===== src/rtl/rfdkc_pkg.sv =====
// Shared constants and types of the remote frame decoder and key classifier.
package rfdkc_pkg;

   localparam int FRAME_BYTES      = 18;
   localparam int KEY_COUNT_DEF    = 18;
   localparam int HOLD_WIDTH_DEF   = 16;
   localparam int FLAG_BITS        = 18;
   localparam int THRESH_W         = 16;
   localparam int DEADBAND_W       = 10;
   localparam int CHANNEL_W        = 11;
   localparam int CSR_DATA_W       = 16;
   localparam int CSR_INDEX_W      = 2;
   localparam int BYTE_COUNT_W     = $clog2(FRAME_BYTES + 2);
   localparam int STORE_IDX_W      = $clog2(FRAME_BYTES);

   // Input transaction kinds
   localparam logic ACTION_BYTE = 1'b0;
   localparam logic ACTION_IDLE = 1'b1;

   // Register indexes
   localparam logic [CSR_INDEX_W-1:0] CSR_DEADBAND        = 2'd0;
   localparam logic [CSR_INDEX_W-1:0] CSR_PRESS_THRESH    = 2'd1;
   localparam logic [CSR_INDEX_W-1:0] CSR_LONG_THRESH     = 2'd2;

   localparam logic [DEADBAND_W-1:0] DEADBAND_RST     = 10'd20;
   localparam logic [THRESH_W-1:0]   PRESS_THRESH_RST = 16'd10;
   localparam logic [THRESH_W-1:0]   LONG_THRESH_RST  = 16'd50;

   typedef struct packed {
      logic [THRESH_W-1:0] press;
      logic [THRESH_W-1:0] long_press;
   } key_thresh_type;

   typedef struct packed {
      logic [FLAG_BITS-1:0] press;
      logic [FLAG_BITS-1:0] long_press;
      logic [FLAG_BITS-1:0] click;
   } key_flags_type;

endpackage


===== src/rtl/remote_frame_decoder_key_classifier_core.sv =====
// Top level: remote control frame collector, channel decoder and key classifier.
//
//   channel | ports  | direction | handshake     | payload
//   --------+--------+-----------+---------------+-----------------------------------
//   request | req_*  | in        | valid / ready | action, rx_byte
//   result  | rsp_*  | out       | valid / ready | 5 channels, switches, mouse, flags
//   csr     | csr_*  | in        | write enable  | index, write data
//
// One transaction per cycle is taken. An idle that closes an 18-byte frame is decoded
// from the input register and then loads the result register. Other transactions yield
// nothing. While a result waits on rsp_ready, bytes and rejected idles keep moving; a
// closing idle waits in the input register and holds req_ready low. Reset is synchronous
// and clears control state; the frame byte store is not reset.
module remote_frame_decoder_key_classifier_core
   import rfdkc_pkg::*;
#(
   parameter int KEY_COUNT  = KEY_COUNT_DEF,
   parameter int HOLD_WIDTH = HOLD_WIDTH_DEF
) (
   input  logic                         clock,
   input  logic                         reset,
   input  logic                         req_valid,
   output logic                         req_ready,
   input  logic                         req_action,
   input  logic [7:0]                   req_rx_byte,
   output logic                         rsp_valid,
   input  logic                         rsp_ready,
   output logic signed [CHANNEL_W-1:0]  rsp_rotate_value,
   output logic signed [CHANNEL_W-1:0]  rsp_tilt_value,
   output logic signed [CHANNEL_W-1:0]  rsp_strafe_value,
   output logic signed [CHANNEL_W-1:0]  rsp_surge_value,
   output logic signed [CHANNEL_W-1:0]  rsp_wheel_value,
   output logic [1:0]                   rsp_switch_left,
   output logic [1:0]                   rsp_switch_right,
   output logic signed [15:0]           rsp_mouse_x,
   output logic signed [15:0]           rsp_mouse_y,
   output logic [FLAG_BITS-1:0]         rsp_press_flags,
   output logic [FLAG_BITS-1:0]         rsp_long_press_flags,
   output logic [FLAG_BITS-1:0]         rsp_click_flags,
   input  logic                         csr_write_en,
   input  logic [CSR_INDEX_W-1:0]       csr_index,
   input  logic [CSR_DATA_W-1:0]        csr_write_data
);

   // Re-center a raw channel by 1024 and zero it inside the deadband
   function automatic logic [CHANNEL_W-1:0] centre(input logic [CHANNEL_W-1:0]  raw,
                                                   input logic [DEADBAND_W-1:0] band);
      logic [CHANNEL_W-1:0] v;
      logic [CHANNEL_W:0]   mag;
      v   = {~raw[CHANNEL_W-1], raw[CHANNEL_W-2:0]};
      mag = v[CHANNEL_W-1] ? (CHANNEL_W+1)'(0) - {1'b1, v} : {1'b0, v};
      if (mag <= (CHANNEL_W+1)'(band))
         v = '0;
      return v;
   endfunction

   // Configuration registers
   logic [DEADBAND_W-1:0] deadband_ff;
   key_thresh_type        thresh_ff;

   always_ff @(posedge clock) begin
      if (reset) begin
         deadband_ff          <= DEADBAND_RST;
         thresh_ff.press      <= PRESS_THRESH_RST;
         thresh_ff.long_press <= LONG_THRESH_RST;
      end else if (csr_write_en) begin
         unique case (csr_index)
            CSR_DEADBAND:     deadband_ff          <= csr_write_data[DEADBAND_W-1:0];
            CSR_PRESS_THRESH: thresh_ff.press      <= csr_write_data[THRESH_W-1:0];
            CSR_LONG_THRESH:  thresh_ff.long_press <= csr_write_data[THRESH_W-1:0];
            default: ;
         endcase
      end
   end

   // Input register
   logic       in_valid_ff;
   logic       in_action_ff;
   logic [7:0] in_byte_ff;

   logic [BYTE_COUNT_W-1:0] byte_count_ff, byte_count_in;
   logic [7:0]              frame_store_ff [FRAME_BYTES];
   logic                    produces, out_free, advance, store_wr;
   logic                    rsp_valid_ff, rsp_valid_in;

   assign produces  = (in_action_ff == ACTION_IDLE) &&
                      (byte_count_ff == BYTE_COUNT_W'(FRAME_BYTES));
   assign out_free  = !rsp_valid_ff || rsp_ready;
   assign advance   = in_valid_ff && (!produces || out_free);
   assign req_ready = !in_valid_ff || advance;

   always_ff @(posedge clock) begin
      if (reset) begin
         in_valid_ff <= 1'b0;
      end else if (req_ready) begin
         in_valid_ff <= req_valid;
      end
   end

   always_ff @(posedge clock) begin
      if (req_ready && req_valid) begin
         in_action_ff <= req_action;
         in_byte_ff   <= req_rx_byte;
      end
   end

   // Byte collection; count saturates one past a full frame so that it is rejected
   assign store_wr = advance && (in_action_ff == ACTION_BYTE) &&
                     (byte_count_ff < BYTE_COUNT_W'(FRAME_BYTES));

   always_comb begin
      byte_count_in = byte_count_ff;
      if (advance) begin
         if (in_action_ff == ACTION_IDLE)
            byte_count_in = '0;
         else if (byte_count_ff <= BYTE_COUNT_W'(FRAME_BYTES))
            byte_count_in = byte_count_ff + 1'b1;
      end
   end

   always_ff @(posedge clock) begin
      if (reset) begin
         byte_count_ff <= '0;
      end else begin
         byte_count_ff <= byte_count_in;
      end
   end

   always_ff @(posedge clock) begin
      if (store_wr)
         frame_store_ff[byte_count_ff[STORE_IDX_W-1:0]] <= in_byte_ff;
   end

   // Frame field extraction
   logic [CHANNEL_W-1:0] raw_ch0, raw_ch1, raw_ch2, raw_ch3, raw_wheel;
   logic [FLAG_BITS-1:0] key_down;
   key_flags_type        flags_next;

   assign raw_ch0   = {frame_store_ff[1][2:0], frame_store_ff[0]};
   assign raw_ch1   = {frame_store_ff[2][5:0], frame_store_ff[1][7:3]};
   assign raw_ch2   = {frame_store_ff[4][0], frame_store_ff[3], frame_store_ff[2][7:6]};
   assign raw_ch3   = {frame_store_ff[5][3:0], frame_store_ff[4][7:1]};
   assign raw_wheel = {frame_store_ff[17][2:0], frame_store_ff[16]};
   assign key_down  = {|frame_store_ff[13], |frame_store_ff[12],
                       frame_store_ff[15], frame_store_ff[14]};

   rfdkc_key_classifier #(
      .KEY_COUNT  (KEY_COUNT),
      .HOLD_WIDTH (HOLD_WIDTH)
   ) u_key_classifier (
      .clock      (clock),
      .reset      (reset),
      .update_en  (advance && produces),
      .key_down   (key_down),
      .thresh     (thresh_ff),
      .flags_next (flags_next)
   );

   // Result register
   always_comb begin
      rsp_valid_in = rsp_valid_ff;
      if (advance && produces)
         rsp_valid_in = 1'b1;
      else if (rsp_ready)
         rsp_valid_in = 1'b0;
   end

   always_ff @(posedge clock) begin
      if (reset) begin
         rsp_valid_ff <= 1'b0;
      end else begin
         rsp_valid_ff <= rsp_valid_in;
      end
   end

   always_ff @(posedge clock) begin
      if (advance && produces) begin
         rsp_rotate_value     <= centre(raw_ch0, deadband_ff);
         rsp_tilt_value       <= centre(raw_ch1, deadband_ff);
         rsp_strafe_value     <= centre(raw_ch2, deadband_ff);
         rsp_surge_value      <= centre(raw_ch3, deadband_ff);
         rsp_wheel_value      <= centre(raw_wheel, deadband_ff);
         rsp_switch_left      <= frame_store_ff[5][7:6];
         rsp_switch_right     <= frame_store_ff[5][5:4];
         rsp_mouse_x          <= {frame_store_ff[7], frame_store_ff[6]};
         rsp_mouse_y          <= {frame_store_ff[9], frame_store_ff[8]};
         rsp_press_flags      <= flags_next.press;
         rsp_long_press_flags <= flags_next.long_press;
         rsp_click_flags      <= flags_next.click;
      end
   end

   assign rsp_valid = rsp_valid_ff;

endmodule


===== src/rtl/rfdkc_key_classifier.sv =====
// Per-key hold counters with press, long-press and click flags.
module rfdkc_key_classifier
   import rfdkc_pkg::*;
#(
   parameter int KEY_COUNT  = KEY_COUNT_DEF,
   parameter int HOLD_WIDTH = HOLD_WIDTH_DEF
) (
   input  logic                 clock,
   input  logic                 reset,
   input  logic                 update_en,
   input  logic [FLAG_BITS-1:0] key_down,
   input  key_thresh_type       thresh,
   output key_flags_type        flags_next
);

   localparam int CMP_W = (HOLD_WIDTH > THRESH_W) ? HOLD_WIDTH : THRESH_W;
   localparam logic [HOLD_WIDTH-1:0] HOLD_MAX = {HOLD_WIDTH{1'b1}};

   logic [HOLD_WIDTH-1:0] hold_count_ff [KEY_COUNT];
   logic [HOLD_WIDTH-1:0] hold_count_in [KEY_COUNT];
   logic [KEY_COUNT-1:0]  press_ff, press_in;
   logic [KEY_COUNT-1:0]  long_ff, long_in;
   logic [KEY_COUNT-1:0]  click_ff, click_in;
   logic [KEY_COUNT-1:0]  down;
   logic [CMP_W-1:0]      press_cmp, long_cmp;

   assign press_cmp = CMP_W'(thresh.press);
   assign long_cmp  = CMP_W'(thresh.long_press);

   for (genvar i = 0; i < KEY_COUNT; i++) begin : g_key
      logic [HOLD_WIDTH-1:0] held;
      logic [CMP_W-1:0]      old_cmp, new_cmp;

      // Keys beyond the frame's key bits are never down
      if (i < FLAG_BITS) begin : g_map
         assign down[i] = key_down[i];
      end else begin : g_none
         assign down[i] = 1'b0;
      end

      assign held    = (hold_count_ff[i] != HOLD_MAX) ? hold_count_ff[i] + 1'b1
                                                      : hold_count_ff[i];
      assign old_cmp = CMP_W'(hold_count_ff[i]);
      assign new_cmp = CMP_W'(held);

      always_comb begin
         hold_count_in[i] = hold_count_ff[i];
         press_in[i]      = press_ff[i];
         long_in[i]       = long_ff[i];
         click_in[i]      = click_ff[i];
         if (update_en) begin
            if (down[i]) begin
               hold_count_in[i] = held;
               press_in[i]      = press_ff[i] | (new_cmp > press_cmp);
               long_in[i]       = long_ff[i] | (new_cmp > long_cmp);
            end else begin
               hold_count_in[i] = '0;
               press_in[i]      = 1'b0;
               long_in[i]       = 1'b0;
               click_in[i]      = (old_cmp > press_cmp) && (old_cmp < long_cmp);
            end
         end
      end

      always_ff @(posedge clock) begin
         if (reset) begin
            hold_count_ff[i] <= '0;
            press_ff[i]      <= 1'b0;
            long_ff[i]       <= 1'b0;
            click_ff[i]      <= 1'b0;
         end else begin
            hold_count_ff[i] <= hold_count_in[i];
            press_ff[i]      <= press_in[i];
            long_ff[i]       <= long_in[i];
            click_ff[i]      <= click_in[i];
         end
      end
   end

   for (genvar b = 0; b < FLAG_BITS; b++) begin : g_flag
      if (b < KEY_COUNT) begin : g_live
         assign flags_next.press[b]      = press_in[b];
         assign flags_next.long_press[b] = long_in[b];
         assign flags_next.click[b]      = click_in[b];
      end else begin : g_zero
         assign flags_next.press[b]      = 1'b0;
         assign flags_next.long_press[b] = 1'b0;
         assign flags_next.click[b]      = 1'b0;
      end
   end

endmodule


===== config.mk =====
export PLATFORM = sky130hd
export DESIGN_NAME = remote_frame_decoder_key_classifier_core
export DESIGN_NICKNAME = d
export VERILOG_FILES = /design/src/rtl/rfdkc_pkg.sv /design/src/rtl/remote_frame_decoder_key_classifier_core.sv /design/src/rtl/rfdkc_key_classifier.sv
export SDC_FILE = /design/constraint.sdc
export NUM_CORES = 2
export LEC_CHECK = 0
export ABC_AREA = 1
export BUFFER_PORTS_ARGS = -buffer_cell sky130_fd_sc_hd__buf_2
export CAP_MARGIN = 20
export CORE_UTILIZATION = 25
export CTS_CLUSTER_DIAMETER = 100
export DETAILED_ROUTE_END_ITERATION = 8
export GPL_TIMING_DRIVEN = 0
export PLACE_DENSITY_LB_ADDON = 0.25
export SLEW_MARGIN = 25
export SYNTH_ARGS = -nofsm -noshare
export SYNTH_HDL_FRONTEND = slang
export SYNTH_SLANG_ARGS = --single-unit

===== constraint.sdc =====
create_clock -name clock -period 14.6 [get_ports clock]
set_clock_uncertainty 0.05 [all_clocks]
set_input_delay 0.73 -clock clock [delete_from_list [all_inputs] [get_ports clock]]
set_output_delay 0.73 -clock clock [all_outputs]
set_load 0.02 [all_outputs]

==> results.md <==
* Post-CTS setup buffer count at 0
* Crit path buffers/inverters at 4
* Highest Signal Layer: met5
* CP most frequent cell: inv_1
* Pwr/cell area at 71.1 mW/mm^2
* Crit path DAT at 3030 ps
* Area contributors post-synth: ha_1, nand2_1, edfxtp_1, dfxtp_1, a21oi_1
* CTS Hold Bufs at 0
* Max H-tree Level at 3
* Final ANT Viol Nets at 0
* Post-synthesis cell count at 8221
* First-pass GRT wire length at 328000 um
* Slew headroom at 0.192
* Hpwl dp at 163000 um
* Setup-failing EPs final at 0
* R2R cell count at 7
* Type of origin of the critical path: flip-flop
* Initial antenna violation count at 21
* WL met1 at 99700 um
* Cell taking the most area after synthesis: ha_1
* Post-Synth Simple-Gate Area at 0.265
* Net Count, Synth at 9464
* Max Fclk at 263 MHz
* Initial Util at 0.252
* Critical path's slowest cell: buf_1
* Crit Path Category: reg -> out
* Commonest cells after routing, fill and taps aside: nand2_1, ha_1, a21oi_1, inv_1, nor2_1
* P_leak at 33.7 nW
* Core area at 0.233 mm^2
* Hold violation count in the final report at 0
* Setup crit end kind: output port
* Worst Tran Pin Value at 1210 ps
* Layout Utilization at 0.292
* Met3 routed WL at 12300 um
* Remaining DRCs at 0
* CTS sink cnt at 668
* Worst-Skew Late Latency at 790 ps
* Post_cts resized at 0
* Netlist cell types at 32
* Mapped Avg Cell Area at 7.16 um^2
* Largest family of logic cells by synthesized area: simple AND/OR/NAND/NOR gates
* CP peak stage delay at 700 ps
* Die outline height at 487 um
* Unrepaired setup endpoints after global routing: no
* Hold-critical path depth at 1
* Worst path required time at 13820 ps
* I/O Pins at 179
* Placement row count at 177
* CP Depth at 9
* Top Family by Delay on Critical Path: buffers and inverters
* Tot GR Track Use at 0.183
* XOR/XNOR share of the synthesized area at 0.0292
* Fraction of the mapped netlist area in adder cells at 0.257
* Worst vdd ir at 0.0931 mV
* Final wirelength at 221000 um
* Final worst path period share at 0.261
* Post-synthesis sequential area ratio at 0.274
* Most common cell after layout, fill and taps aside: nand2_1
* Area grow syn2layout at 15.8%
* GR Overflow Total at 0
* Root Buffer: clkbuf_16
* Synth Area in Compound Gates at 0.109
* Fin crit period at 3810 ps
* Setup TNS at 0 ps
* WL/cell at 18.8 um
* Vias per cell at 4.73
* Die width at 487 um
* GPL Wtd Cong at 0.865
* Wire length on met2 at 99200 um
* Crit-path cells: inv_1 -> ha_1 -> nand3_1 -> nor2_2 -> buf_1 -> nand2_1 -> nor2_1 -> inv_1 -> buf_2
* Die area at 0.237 mm^2
* Inserted Clock Buffers at 89
* Max Root-Sink Buffers at 3
* PortBufs at 177
* Number of global-route vias before repair at 53400
* Total Nets Final at 9793
* Crit path max fanout at 10
* Status: finished clean
* Yosys top cell area share at 0.257
* Final Max Slew Viols at 0
* Iteration count of the initial detailed-routing pass at 6
* Vias at 55700
* CTS tree: built
* Hold WC Path Type: in -> reg
* Initial DRC Count at 3976
* Max-Cap Viols at 0
* Ys Warns at 0
* Largest net degree at the start of global routing at 67
* Fill cells at 25200
* #FFs+latches synth at 668
* Reg clk slew, reported paths at 60 ps
* Layout cells sized above 1 at 0.0589
* Mux contribution to synthesized area at 0
* Mapped Area at 0.0589 mm^2
per-stage QoR:
step | hold WS [ps] | cell area, um^2 | cells | power (mW) | worst slack (ps)
3_5_place_dp | 355 | 65100 | 11600 | 2.58 | 10420
2_1_floorplan | 350 | 58900 | 8221 | 2.32 | 9840
3_3_place_gp | 353 | 63700 | 11500 | 2.52 | 6350
5_1_grt | 87.3 | 68100 | 11800 | 5.03 | 10620
4_1_cts | 64.7 | 68100 | 11800 | 4.91 | 10750
6_report | 127 | 68100 | 11800 | 4.84 | 10790
synth_stat cells, drive strengths merged:
cell type  instances
dfxtp            391
a21oi            885
o31ai              2
nor2b              1
nand2           2605
buf               60
nand3b            15
clkinv             7
xor2             181
nand4            102
o21ai            247
nor4               9
a21boi             6
nand3            233
ha              1211
and2              17
nor2             806
xnor2             15
o211ai             7
clkbuf            68
nor3             107
a31oi              7
inv              876
edfxtp           277
o21a              22
a21o              55
or2                9
kinds of logic (layout without fill, tap and decap cells):
kind of cell	after synthesis	count (layout)
fa+ha+maj	1211	1211
compound gates	1231	1231
buf+inv	1011	1416
other cells	0	4
simple gates	3904	3904
flops	668	668
xor+xnor	196	196
power breakdown:
part	switching (mW)	total (mW)	internal, mW	leakage, nW
Clock	1.01	2.30	1.29	1.44
Combinational	0.401	0.574	0.172	26.5
Sequential	0.0168	1.97	1.95	5.72
Total	1.43	4.84	3.41	33.7
layer usage:
| metal | up-vias | GRT usage |
|---|---|---|
| li1 | 28000 | - |
| met1 | 25800 | 0.240 |
| met2 | 1532 | 0.301 |
| met3 | 388 | 0.0256 |
| met4 | 14 | 0.0723 |
| met5 | - | 0 |
path summary, 6_finish.rpt:
check / slack (ps) / to / startpoint
hold / removal: 130 / in_byte_ff[2] / req_rx_byte[2]
setup / recovery: 10790 / req_ready / byte_count_ff[0]
hold reg to reg: 360 / rsp_mouse_x[14] / frame_store_ff[7][6]
setup reg to reg: 10810 / rsp_click_flags[13] / rsp_valid
registers in the layout, summed over array words and instances, names as in the netlist, 16 cells and up:
signal,flops
frame_store_ff,123
rsp_click_flags,18
rsp_long_press_flags,18
rsp_mouse_x,16
rsp_mouse_y,16
rsp_press_flags,18
thresh_ff,32
u_key_classifier.click_ff,18
u_key_classifier.hold_count_ff,288
u_key_classifier.long_ff,18
u_key_classifier.press_ff,18
cell type report:
cell class	count	area, um^2	share of cell area
inverters	883	3410	0.0501
clock inverters	48	572	0.00839
diodes	4	10.0	0.000147
flip-flops and latches	668	16200	0.237
multi-input cells	6542	38900	0.570
plain buffers	128	574	0.00843
well taps	3132	3920	0.0575
repair buffers	238	2210	0.0324
clock buffers	119	2420	0.0355
(Power assumes the default switching activity.)
